==> config.mk <==
export PLATFORM = sky130hd
export DESIGN_NAME = dedup_linked_id_queue_top
export DESIGN_NICKNAME = d
export VERILOG_FILES = /design/src/rtl/dlq_pkg.sv /design/src/rtl/dedup_linked_id_queue_top.sv
export SDC_FILE = /design/constraint.sdc
export NUM_CORES = 1
export LEC_CHECK = 0
export ABC_CLOCK_PERIOD_IN_PS = 4000
export BUFFER_PORTS_ARGS = -buffer_cell sky130_fd_sc_hd__buf_2
export CAP_MARGIN = 20
export CORE_MARGIN = 3
export CORE_UTILIZATION = 55
export CTS_CLUSTER_DIAMETER = 150
export DETAILED_ROUTE_END_ITERATION = 10
export GPL_TIMING_DRIVEN = 1
export MAX_ROUTING_LAYER = met4
export PLACE_DENSITY = 0.71
export SLEW_MARGIN = 10
export SYNTH_ARGS = -nofsm -noshare
export SYNTH_HDL_FRONTEND = slang
export SYNTH_SLANG_ARGS = --single-unit
export TNS_END_PERCENT = 30
==> constraint.sdc <==
create_clock -name aclk -period 4 [get_ports aclk]
set_input_delay 0.6 -clock aclk [delete_from_list [all_inputs] [get_ports aclk]]
set_output_delay 0.6 -clock aclk [all_outputs]
set_load 0.05 [all_outputs]
==> src/rtl/dlq_pkg.sv <==
`default_nettype none

package dlq_pkg;

    localparam int COUNT = 64;
    localparam int ID_W  = 8;
    localparam int IDX_W = (COUNT > 1) ? $clog2(COUNT) : 1;

    localparam logic [ID_W-1:0] NONE_ID  = '1;
    localparam logic [ID_W-1:0] COUNT_ID = ID_W'(COUNT);
    localparam logic [ID_W-1:0] LAST_ID  = ID_W'(COUNT - 1);

    typedef enum logic [0:0] {
        ACT_MARK = 1'b0,
        ACT_POP  = 1'b1
    } action_t;

    typedef enum logic [0:0] {
        ST_IDLE   = 1'b0,
        ST_LOOKUP = 1'b1
    } state_t;

    // link held by an entry that was never written since reset
    function automatic logic [ID_W-1:0] reset_link(input logic [IDX_W-1:0] idx);
        logic [ID_W-1:0] nxt;
        nxt = ID_W'(idx) + ID_W'(1);
        return (nxt < COUNT_ID) ? nxt : NONE_ID;
    endfunction

endpackage

`default_nettype wire

==> src/rtl/dedup_linked_id_queue_top.sv <==
// an accepted input transaction moves to ST_LOOKUP, and the lookup's result is registered onto m_valid
// s_ready is low in ST_LOOKUP, so no new transaction is taken until the link table's read then write-back ends
// each request makes exactly one result; a result waiting on m_ready holds s_ready low
// reset (aresetn low, synchronous): ids 0 to COUNT-1 queued in ascending order,
// held by per-entry valid bits so no clearing pass is needed
`default_nettype none

module dedup_linked_id_queue_top
    import dlq_pkg::*;
(
    input  wire logic            aclk,
    input  wire logic            aresetn,
    input  wire logic            s_valid,
    output logic                 s_ready,
    input  wire logic            s_action,
    input  wire logic [ID_W-1:0] s_item_id,
    output logic                 m_valid,
    input  wire logic            m_ready,
    output logic                 m_popped_valid,
    output logic [ID_W-1:0]      m_popped_id,
    output logic                 m_already_queued
);

    // link table
    logic [ID_W-1:0]  link_mem [COUNT];
    logic [COUNT-1:0] link_vld_reg;
    logic [ID_W-1:0]  rd_data_reg;
    logic             rd_vld_reg;

    state_t state_reg, state_next;

    logic            in_fire;
    logic            lookup;
    logic [ID_W-1:0] head_reg, head_next;
    logic [ID_W-1:0] tail_reg, tail_next;
    action_t         act_reg;
    logic [ID_W-1:0] id_reg;
    logic [IDX_W-1:0] addr_reg;
    logic [IDX_W-1:0] rd_addr;

    logic             wr_en;
    logic [IDX_W-1:0] wr_addr;
    logic [ID_W-1:0]  wr_data;

    logic [ID_W-1:0] link;
    logic            res_popped_valid;
    logic [ID_W-1:0] res_popped_id;
    logic            res_already;

    logic            m_valid_reg;
    logic            m_popped_valid_reg;
    logic [ID_W-1:0] m_popped_id_reg;
    logic            m_already_reg;

    assign in_fire = s_valid && s_ready;
    assign rd_addr = (action_t'(s_action) == ACT_POP) ? head_reg[IDX_W-1:0]
                                                     : s_item_id[IDX_W-1:0];

    // next state
    always_comb begin
        state_next = state_reg;
        unique case (state_reg)
            ST_IDLE: begin
                if (in_fire) begin
                    state_next = ST_LOOKUP;
                end
            end
            ST_LOOKUP: state_next = ST_IDLE;
            default:   state_next = ST_IDLE;
        endcase
    end

    // state outputs
    always_comb begin
        s_ready = 1'b0;
        lookup  = 1'b0;
        unique case (state_reg)
            ST_IDLE:   s_ready = !m_valid_reg || m_ready;
            ST_LOOKUP: lookup  = 1'b1;
            default: begin
                s_ready = 1'b0;
                lookup  = 1'b0;
            end
        endcase
    end

    always_ff @(posedge aclk) begin
        if (!aresetn) begin
            state_reg <= ST_IDLE;
        end else begin
            state_reg <= state_next;
        end
    end

    // request capture
    always_ff @(posedge aclk) begin
        if (in_fire) begin
            act_reg  <= action_t'(s_action);
            id_reg   <= s_item_id;
            addr_reg <= rd_addr;
        end
    end

    // memory: synchronous read at accept, write-back during lookup
    always_ff @(posedge aclk) begin
        if (wr_en) begin
            link_mem[wr_addr] <= wr_data;
        end
        if (in_fire) begin
            rd_data_reg <= link_mem[rd_addr];
        end
    end

    always_ff @(posedge aclk) begin
        if (!aresetn) begin
            link_vld_reg <= '0;
            rd_vld_reg   <= 1'b0;
        end else begin
            if (wr_en) begin
                link_vld_reg[wr_addr] <= 1'b1;
            end
            if (in_fire) begin
                rd_vld_reg <= link_vld_reg[rd_addr];
            end
        end
    end

    // entries never written read as their reset link
    assign link = rd_vld_reg ? rd_data_reg : reset_link(addr_reg);

    always_comb begin
        head_next        = head_reg;
        tail_next        = tail_reg;
        wr_en            = 1'b0;
        wr_addr          = tail_reg[IDX_W-1:0];
        wr_data          = id_reg;
        res_popped_valid = 1'b0;
        res_popped_id    = '0;
        res_already      = 1'b0;
        if (lookup) begin
            unique case (act_reg)
                ACT_MARK: begin
                    priority if (id_reg >= COUNT_ID || tail_reg == id_reg
                                 || link != NONE_ID) begin
                        res_already = 1'b1;
                    end else if (tail_reg < COUNT_ID) begin
                        wr_en     = 1'b1;
                        tail_next = id_reg;
                    end else begin
                        head_next = id_reg;
                        tail_next = id_reg;
                    end
                end
                ACT_POP: begin
                    if (head_reg < COUNT_ID) begin
                        res_popped_valid = 1'b1;
                        res_popped_id    = head_reg;
                        wr_en            = 1'b1;
                        wr_addr          = head_reg[IDX_W-1:0];
                        wr_data          = NONE_ID;
                        if (link < COUNT_ID) begin
                            head_next = link;
                        end else begin
                            head_next = NONE_ID;
                            tail_next = NONE_ID;
                        end
                    end
                end
                default: res_already = 1'b0;
            endcase
        end
    end

    always_ff @(posedge aclk) begin
        if (!aresetn) begin
            head_reg <= '0;
            tail_reg <= LAST_ID;
        end else begin
            head_reg <= head_next;
            tail_reg <= tail_next;
        end
    end

    // output register
    always_ff @(posedge aclk) begin
        if (!aresetn) begin
            m_valid_reg <= 1'b0;
        end else if (lookup) begin
            m_valid_reg <= 1'b1;
        end else if (m_ready) begin
            m_valid_reg <= 1'b0;
        end
    end

    always_ff @(posedge aclk) begin
        if (lookup) begin
            m_popped_valid_reg <= res_popped_valid;
            m_popped_id_reg    <= res_popped_id;
            m_already_reg      <= res_already;
        end
    end

    assign m_valid          = m_valid_reg;
    assign m_popped_valid   = m_popped_valid_reg;
    assign m_popped_id      = m_popped_id_reg;
    assign m_already_queued = m_already_reg;

    a_fire_to_lookup: assert property (@(posedge aclk) disable iff (!aresetn)
        in_fire |=> state_reg == ST_LOOKUP)
        else $error("accepted transaction did not start a lookup");

    a_lookup_result: assert property (@(posedge aclk) disable iff (!aresetn)
        lookup |=> m_valid)
        else $error("lookup did not present a result");

    a_empty_pair: assert property (@(posedge aclk) disable iff (!aresetn)
        (head_reg == NONE_ID) == (tail_reg == NONE_ID))
        else $error("head and tail disagree on empty queue");

    a_head_range: assert property (@(posedge aclk) disable iff (!aresetn)
        head_reg == NONE_ID || head_reg < COUNT_ID)
        else $error("head holds an out of range id");

    a_write_in_lookup: assert property (@(posedge aclk) disable iff (!aresetn)
        wr_en |-> lookup && !in_fire)
        else $error("link table written outside lookup");

    a_result_fields: assert property (@(posedge aclk) disable iff (!aresetn)
        m_valid |-> !(m_popped_valid && m_already_queued))
        else $error("pop and mark flags both set");

endmodule

`default_nettype wire

# After elaboration in Yosys (flattened, before gate mapping)
# Memory sizes are Yosys's and may differ from the RTL's. A register that Yosys moved wholly into a read port is not among the register bits.
# Index checks and enable logic that the tools add are counted.
# classes
order_cmp	8
n_addsub	1
n_eq_ne	6
muxes	36
bitwise_logic	3
n_reduce_logical	10
# op_table
op	count
two-way mux 8 bit	12
bitwise OR 64 bit	1
one-hot mux 8 bit (2 select lines)	2
< comparator 8 x 7 -> 1 bit (second input constant)	3
two-way mux 6 bit	4
< comparator 6 x 7 -> 1 bit (second input constant)	2
two-way mux 1 bit	14
equality test 8 bit	1
>= comparator 8 x 7 -> 1 bit (second input constant)	1
inequality test 8 bit (second input constant)	1
AND reduction 4 bit	2
adder 6 x 1 -> 7 bit (second input constant)	1
< comparator 7 bit (second input constant)	1
binary-select mux 1 bit (select 6 bit)	1
demux 1 bit (select 6 bit)	1
>= comparator 6 x 1 -> 1 bit (second input constant)	1
inequality test 2 bit (second input constant)	3
one-hot mux 1 bit (2 select lines)	2
logical OR 1 bit	3
logical AND 1 bit	2
inequality test 2 x 1 -> 1 bit (second input constant)	1
NOT 1 bit	2
AND reduction 2 bit	1
nonzero test 2 bit	1
logical NOT 1 bit	1
# word_totals
ram_bits	512
reg_bits	108
elab_cells	77
out_inout_bits	12
in_bits	13
n_memories	1
# mem_list
memory	depth	width	rd	rd_ports_with_merged_regs	wr	line_no	source
link_mem	64	8	1	1	1	dedup_linked_id_queue_top.sv:25	logic [ID_W-1:0] link_mem [COUNT];

# Logic depth before layout (Yosys ltp)
# Gate-level depths: netlist of run 1.
# logic_depth
depth_word	11
depth_mapped	12
mapped_depth_nobuf	8

# Worst setup path after synthesis of run 1
# OpenSTA, ideal clock, no wires.
# synth_path
path_type	input-to-reg
start	in m_ready
end	reg rd_vld_reg
setup_ns	0.057
slack_ns	1.173
required_time_ns	3.943
arrival_time_ns	2.770
stages	6
n_path_buf	0
cell_sequence	inv_1 > a21oi_1 > and2_1 > o21ai_0 > a211oi_1 > a21o_1
# synth_between
elab_chain_cells	3
# synth_rtl
item	line_no	source
from (decl)	dedup_linked_id_queue_top.sv:18	input wire logic m_ready,
logical OR 1 bit	dedup_linked_id_queue_top.sv:78	ST_IDLE: s_ready = !m_valid_reg || m_ready;
two-way mux 1 bit	dedup_linked_id_queue_top.sv:77	unique case (state_reg)
named net s_ready	dedup_linked_id_queue_top.sv:14	output logic s_ready,
logical AND 1 bit	dedup_linked_id_queue_top.sv:55	assign in_fire = s_valid && s_ready;
named net in_fire	dedup_linked_id_queue_top.sv:32	logic in_fire;
to (signal assigned)	dedup_linked_id_queue_top.sv:123	rd_vld_reg <= link_vld_reg[rd_addr];
to (decl)	dedup_linked_id_queue_top.sv:28	logic rd_vld_reg;
# The timed path passes the listed nets, and every way through them passes these cells.
# A chain may end at the register's enable or synchronous reset.

# Worst setup path after layout of run 1
# layout_path
start	reg addr_reg[0]
end	mem link_mem[28][3] (enable)
# layout_between
elab_chain_cells	11
# layout_rtl
item	line_no	source
from (decl)	dedup_linked_id_queue_top.sv:38	logic [IDX_W-1:0] addr_reg;
from (signal assigned)	dedup_linked_id_queue_top.sv:100	addr_reg <= rd_addr;
adder 6 x 1 -> 7 bit *	dlq_pkg.sv:26	nxt = ID_W'(idx) + ID_W'(1);
< comparator 7 bit	dlq_pkg.sv:27	return (nxt < COUNT_ID) ? nxt : NONE_ID;
two-way mux 8 bit *	dlq_pkg.sv:27	
two-way mux 8 bit *	dedup_linked_id_queue_top.sv:129	assign link = rd_vld_reg ? rd_data_reg : reset_link(addr_reg);
inequality test 8 bit *	dedup_linked_id_queue_top.sv:144	|| link != NONE_ID) begin
logical OR 1 bit *	dedup_linked_id_queue_top.sv:144	
two-way mux 1 bit *	dedup_linked_id_queue_top.sv:143	priority if (id_reg >= COUNT_ID || tail_reg == id_reg
one-hot mux 1 bit (2 select lines) *	dedup_linked_id_queue_top.sv:141	unique case (act_reg)
two-way mux 1 bit *	dedup_linked_id_queue_top.sv:140	if (lookup) begin
two-way mux 1 bit *	dedup_linked_id_queue_top.sv:106	if (wr_en) begin
two-way mux 1 bit (implied by the code) *	dedup_linked_id_queue_top.sv:107	link_mem[wr_addr] <= wr_data;
to (decl)	dedup_linked_id_queue_top.sv:25	
# Mark *: on every way between the ends. The rest lies on a longest branch, timed or not.

==> summary.md, run 1 <==
No sink is reached through more buffers than the 3 on the longest clock path. For the number of gates resized after CTS, the log shows 0. Of the post-synthesis cell area, the dominant cell type holds 64.2%. The detailed router placed 16900 vias in this run. The run gives 0 as the number of max-slew violations in the final report. Hold repair after CTS inserted 0 buffers. Yosys attributes the largest share of cell area to sky130_fd_sc_hd__edfxtp_1 (64%), sky130_fd_sc_hd__nand2_1 (8.1%), sky130_fd_sc_hd__dfxtp_1 (6.5%). The number of nets with antenna violations after detailed routing is 0. The worst setup path is launched from a flop. The mean instance size in the synthesized netlist came out at 12.5 um2. Post-route fraction of the period consumed by the critical path: 88.9%. The largest fanout on the critical path is 16.

The flop and latch count out of synthesis came out at 628. The post-synth design cell area is 25500 um2. Entering global routing, the biggest net connects 107 pins. For the core box area, the log shows 45600 um2.

CTS placed an instance of sky130_fd_sc_hd__clkbuf_16 at the clock tree root. During synthesis, Yosys emitted a total of 0 warnings. The total overflow left after global routing is 0. The tools report the number of DRC markers in iteration 0 as 2219. The combinational fraction of design power is 7.4%, and the post-CTS setup repair buffer count is 0. The post-route clock skew is 0.0106 ns. Data on the critical path arrives at its endpoint at 3.81 ns. The actual transition at the worst max-transition pin was 1.03 ns; the post-placement worst setup slack was 0.112 ns.

Once layout is done, the placed cells without fillers occupy 28500 um2. The startpoint of the most critical register-to-register path is addr_reg[0]. Counting flops with a built-in enable in the synthesized netlist gives 545.

The flow ran to the end, and the final reports show no timing, DRC or antenna violations. The clock net in this run drives a total of 628 sinks. The initial utilization of the core area, before any placement, comes to 55.9%. Hold timing on the final database bottoms out at a slack of 0.150 ns.

For this block, the routed nets add up to 66.4 mm of wire. Cell type contributing the most total cell area after synthesis: sky130_fd_sc_hd__edfxtp_1. The analysis attributes to net switching a power of 3.22 mW.

The highest attainable clock frequency is 281 MHz. Net switching is 23.2% of the power. At the later pin of the worst-skew pair, clock insertion delay measures 0.63 ns. Summing all placed instances gives a cell area of 26600 um2. The smallest clock period supported by the final layout is computed as 3.56 ns. In this run the number of H-tree levels came out at 2.

Clock tree synthesis inserted a total of 61 buffers. The die covers 49000 um2. Leaving out filler cells and counting taps, the final layout contains 2744. The flip-flop count of the largest register after layout works out to 512.

The tools report the count of placed standard cells including taps as 2625. In the final routed layout, each cell accounts on average for 24.2 um. The kind of capture point of the worst setup path was a flop. The power per cell area works out to 486 nW/um2. The most used flip-flop cell after synthesis is sky130_fd_sc_hd__edfxtp_1. The worst endpoint required time came out at 4.26 ns. The critical path starts at addr_reg[0].

The register share of total power is 52.2%, and the async set or reset register ratio after synthesis is 0%. The die boundary width was 221 um; the post-synthesis cell type count was 57. Global routing used 4.88% of the available met3 tracks. By count the netlist is led by sky130_fd_sc_hd__nand2_1 (550), sky130_fd_sc_hd__edfxtp_1 (545), sky130_fd_sc_hd__nand3_1 (265). TritonCTS built the clock tree.

Max-cap violations in this run came to 0. The tools report the number of I/O pins as 25. The layout net count is 2102, and the clock-pin slew of the registers on the worst-case setup and hold paths is 0.06 ns. Yosys instantiated no cell more often than sky130_fd_sc_hd__nand2_1. The tools report the final number of hold-violating endpoints as 0. The global routing's busiest layer is met2. In this run the static leakage power is 9.88 nW.

For the power share of the clock group, the log shows 40.4%. The die boundary height is 221 um. IR analysis of the VDD net gives a maximum drop of 392 uV.

From synthesis to final layout, the design area changed by 12.0%. Setup violations remaining at the end of the flow were counted as 0. The filler cell count in the final layout was 3394; the total number of placement rows was 78. The tools report the sequential element share of the synthesized area as 70.7%. The met2 layer usage reported by global route is 42.3%. Setup repair after global routing left no endpoint under its margin.

The setup slack of the critical path after layout is 0.443 ns, and the via density per instance is 6.17. The internal portion of the total power is 10.6 mW. After detailed routing, the number of remaining DRC violations is 0. The startpoint identified for the worst hold timing path is s_item_id[7].

For the final routed database, the setup TNS stands at 0 ns. Synthesis produced 2043 cells. For the first-pass iteration count of the detailed router, the log shows 5. The critical path is of the flop to flop type.

The global-route usage over all layers came out at 27.6%. The via count of the first global-routing pass was 16200. Global-route wire length before repair: 100 mm. Share of post-route cells with drive strength above 1: 12.4%. The worst hold path belongs to the class input pin to flop.

For this run, global-route usage on met1 was measured as 37.4%. The port buffer count works out to 24. Detailed placement ended at an HPWL of 41.0 mm.

The initial antenna violation count was 3. For the global placement routability congestion, the log shows 0.982. Headroom to the max-slew limit came out at 31.1%.
[path summary, 6_finish.rpt]
check / to / slack [ns] / cells past startpoint
setup / recovery: link_mem[28][3] / 0.44 / 7
hold / removal: id_reg[7] / 0.15 / 1
setup reg to reg: link_mem[28][3] / 0.44 / 7
hold reg to reg: link_vld_reg[30] / 0.45 / 2
[placed cells by master, fill, tap and decap left out, drive strengths merged, types with 4 or more instances in the layout]
master	count
inv	13
nor3b	4
o31a	8
a21oi	7
clkinv	29
nand3b	4
a32o	8
a311oi	62
or2	18
edfxtp	545
mux2i	43
or3	11
and3	42
o21ai	79
nand3	265
xnor2	9
nor2	76
nor3	6
nand4	4
bufinv	4
buf	115
mux4	24
clkbuf	79
nand2	550
dfxtp	83
nand2b	7
[worst max-delay path, cell delays in order, from the launching register on]
cell and delay, ns:
sky130_fd_sc_hd__edfxtp_1 0.43, sky130_fd_sc_hd__ha_1 0.31, sky130_fd_sc_hd__a31o_2 0.26, sky130_fd_sc_hd__o2111ai_1 0.19, sky130_fd_sc_hd__or3_1 0.36, sky130_fd_sc_hd__o21ai_0 0.19
sky130_fd_sc_hd__nand3_1 0.65, sky130_fd_sc_hd__nor2_1 0.78
[cell type report]
cell class | count | area, um2 | share of cell area (%)
flip-flops and latches | 628 | 18000 | 63.2
multi-input cells | 1270 | 6830 | 23.9
repair buffers | 115 | 916 | 3.21
clock inverters | 37 | 324 | 1.14
clock buffers | 79 | 1640 | 5.74
well taps | 600 | 751 | 2.63
inverters | 12 | 55.1 | 0.193
diodes | 3 | 7.51 | 0.0263
[power by group through the flow]
stage	Clock (mW)	Sequential (mW)	Combinational [mW]
after floorplan	0	7.37	0.615
after global placement	0	7.37	0.994
after detailed placement	0	7.37	1.01
after CTS	5.68	7.23	1.02
after global routing	5.95	7.23	1.10
final	5.60	7.23	1.02
[cells by family after synthesis]
group,share of synthesized area (%)
AND/OR/NAND/NOR,16.9
flip-flops,70.7
AO/OA/AOI/OAI,5.51
buffers and inverters,2.56
multiplexers,3.88
XOR/XNOR,0.344
adder cells (fa/ha/maj),0.0491
other,0.0147
[per-layer routing]
layer / routed length (um) / part of all wire, %
met5: 0 / 0
met4: 2690 / 4.1
met3: 6280 / 9.5
met2: 31200 / 47
met1: 26200 / 40
[through the flow]
| step | util, % | total power [mW] |
|---|---|---|
| floorplan | - | 7.99 |
| detailed placement | 58.3 | 8.38 |
| CTS | 62.6 | 13.9 |
| global placement | 58.3 | 8.36 |
| global route | 62.6 | 14.3 |
| finish | 62.6 | 13.9 |
Note: power is estimated with default switching activity, not from simulation.
==> run 2: changes to the inputs <==
Settings changed: ABC_CLOCK_PERIOD_IN_PS 4000 to 4500.
Clock period 4 ns to 4.5 ns, I/O delays scaled along.
==> run 2 against run 1 <==
Compared with the run above:
- via count down 2.1%
- first-iteration DRC count rose by 4.3%
- clock power shrank 14%
- non-clock buffer count shrank 46
- fmax decreased by 8.2%
- utilization shrank 1.1 points
- worst hold slack improved by 0.071 ns
- cell count is 2.3% lower
- critical path depth unchanged
- clock-buffer cell count is 13 lower
- clock skew rose by 0.016 ns
- sequential share of layout area grew 1.1 points
- critical path type unchanged
- highest routed layer unchanged
==> summary.md, run 2 (synthesis gave the netlist of run 1 again) <==
In the global route stage, met3 resource usage came out at 3.90%. TritonCTS built the clock tree. The tools report the first-pass iteration count of the detailed router as 5. STA classifies the critical path endpoint as a flop. Relative to the synthesized area, the layout overhead comes to 10.0%.

The layout net count is 2055, and the worst hold path stage count is 1. The tools report the core box area as 45600 um2. Dividing the detail-routed wire length by the instance count gives 23.5 um. In this run, post-CTS repair resized a total of 0 instances. The largest net degree at the start of global routing came out at 133. Post-CTS timing repair inserted 0 buffers for setup. The flip-flop count of the largest register after layout works out to 512. Startpoint of the most critical register-to-register path: addr_reg[0]. The worst setup path is launched from a flop. Buffers inserted during clock tree synthesis total 60.

The actual transition at the worst max-transition pin was 1.08 ns. The clock arrives with 0.0268 ns of skew. Routability-driven placement finished with a final weighted congestion of 0.939. For the source-to-sink clock delay at the later pin of the worst-skew pair, the log shows 0.64 ns. The tools report the leftover overflow at the end of global routing as 0. At the worst endpoint, the required time is 4.74 ns. Counting cells, the worst reg-to-reg path comes to 7. For this design the ratio of total power to cell area is 433 nW/um2. The static leakage is 9.56 nW, and the number of maximum-capacitance constraint violations is 0.

Kind of critical path: flop to flop. The via density per instance was 6.18. In this run the power spent charging and discharging nets is 2.79 mW.

In this run the tool buffered the top-level ports with 24 buffer cells. Per report_power, the combinational group accounts for 7.2% of the total. In the global route stage, met2 resource usage came out at 41.2%. In this run the core area contains 78 standard-cell rows. In the post-route analysis, the smallest setup slack over all paths is 0.626 ns. The area of all sequential standard cells was 18000 um2; the share of post-route cells with drive strength above 1 was 9.72%. The run gives 49000 um2 as the die area. Cell internal power was estimated by the tool at 9.34 mW. For the remaining routing DRC violations, the log shows 0.

In the global route stage, met1 resource usage came out at 35.5%. Once the floorplan was initialized, standard cells occupied 55.9% of the core. Counting every sink on the clock net gives 628. The accumulated negative setup slack was 0 ns. Setup repair after global routing left no endpoint under its margin. The clock network burns 39.7% of the power.

The multi-input combinational cells in the finished layout cover a total of 6830 um2. For the initial antenna violation count, the log shows 1. In this run the number of H-tree levels came out at 2. The largest single stage delay on the critical path is 0.88 ns. For this run, the total global-route usage over all layers was measured as 26.2%.

The endpoint identified for the worst register-to-register timing path is link_mem[25][2]. Once layout is complete, the utilization of the core stands at 61.5%. The filler cell count in the final layout was 3370.

The run gives 25 as the number of I/O pins. Data arrives at the worst endpoint at 4.12 ns. Derived from the worst setup path, the maximum achievable clock frequency is 258 MHz.

The final number of hold-violating endpoints is 0, and the post-placement worst setup slack is 0.645 ns. The longest clock path from root to sink contains 3 buffers. Setup violations remaining at the end of the flow were counted as 0.

The maximum ir drop on the vdd rail was 329 uV. For this design, the CTS-stage hold fixing added 0 buffers. In this run, the number of DRC markers left after iteration 0 of detailed routing was 2314. Headroom to the max-slew limit came out at 27.9%. For the sum of net half-perimeters after detailed placement, the log shows 37.8 mm. For hold timing, the worst endpoint is id_reg[6]. The class of the tightest hold or removal check was input pin to flop. The post-route fraction of the period consumed by the critical path came out at 86.1%. Die boundary height: 221 um.

CTS placed an instance of sky130_fd_sc_hd__clkbuf_16 at the clock tree root. The smallest clock period supported by the final layout is computed as 3.87 ns. The flow ran to the end, and the final reports show no timing, DRC or antenna violations. The most common cell after layout, fill and taps aside was sky130_fd_sc_hd__nand2_1. The run gives 96.1 mm as the global-route wire length before repair. The tools report the register share of total power as 53.0%. The global routing stage identified its most utilized layer as met2.

Of all nets on the critical path, the largest fanout is 16. The critical path goes through ha_1, a31o_2, o2111ai_1, or3_1, o21ai_0, nand3_1, nor2_1. The post-detailed-routing wire length is 63.0 mm.

The startpoint identified for the worst hold timing path is s_item_id[6]. The tools report the register-to-register setup slack as 0.63 ns. Of the total power, the share spent switching nets is 23.0%.

The number of max-slew violations in the final report is 0, and the clock-pin slew of the registers on the worst-case setup and hold paths is 0.06 ns. Once detail routing completed, the nets flagged for antenna violations numbered 0. The die boundary width is 221 um.

For the via count of the first global-routing pass, the log shows 15900. The largest individual stage delay along the critical path comes from the cell sky130_fd_sc_hd__nor2_1. The via count was 16600. In the layout the commonest cells are sky130_fd_sc_hd__nand2_1 (550), sky130_fd_sc_hd__edfxtp_1 (545), sky130_fd_sc_hd__nand3_1 (265), sky130_fd_sc_hd__dfxtp_1 (83), sky130_fd_sc_hd__o21ai_0 (79).
## run 2: cell types whose count changed in the layout (fill, tap and decap cells not counted), sizes merged
cell	delta
bufinv	+1
clkinvlp	-2
diode	-2
clkbuf	-13
buf	-46
clkinv	-2
## run 2: through the flow
stage	hold WS, ns	cell area (um2)	std cells	power (mW)
after global routing	0.221	28000	2679	12.5
after detailed placement	0.439	26200	2578	7.42
final	0.221	28000	2680	12.1
after floorplan	0.420	25500	2044	7.10
after global placement	0.429	26200	2578	7.40
after CTS	0.195	28000	2678	12.2
## run 2: per-layer routing
| metal | vias up | share of wire (%) |
|---|---|---|
| met4 | 0 | 3.5 |
| met5 | - | 0 |
| li1 | 7470 | - |
| met1 | 8124 | 40 |
| met2 | 825 | 48 |
| met3 | 146 | 9.0 |
## run 2: how the worst max path moves through the flow
stage                           start              end  depth (start not counted)
after CTS                 addr_reg[0]  link_mem[25][2]                          7
after floorplan               m_ready       rd_vld_reg                          6
after global routing      addr_reg[0]  link_mem[25][2]                          7
after global placement       s_action   rd_data_reg[5]                         10
final                     addr_reg[0]  link_mem[25][2]                          7
after detailed placement     s_action   rd_data_reg[5]                         10
## run 2: critical path, delay by kind of cell (launching register included)
family | cells | cell delay (ns)
compound gates | 3 | 0.69
fa+ha+maj | 1 | 0.31
flops | 1 | 0.44
simple gates | 3 | 2.02
## run 2: area by class of cell
| class | count | share of cell area [%] |
|---|---|---|
| Clock inverter | 34 | 1.10 |
| Multi-Input combinational cell | 1270 | 24.3 |
| Tap cell | 600 | 2.68 |
| Clock buffer | 66 | 5.43 |
| Timing Repair Buffer | 69 | 1.95 |
| Inverter | 12 | 0.196 |
| Antenna cell | 1 | 0.00892 |
| Sequential cell | 628 | 64.3 |
## run 2: power groups by stage
stage | registers [mW] | logic [mW] | clock network (mW)
finish | 6.43 | 0.877 | 4.82
global route | 6.43 | 0.939 | 5.09
CTS | 6.43 | 0.865 | 4.88
detailed placement | 6.56 | 0.862 | 0
global placement | 6.56 | 0.847 | 0
floorplan | 6.55 | 0.547 | 0
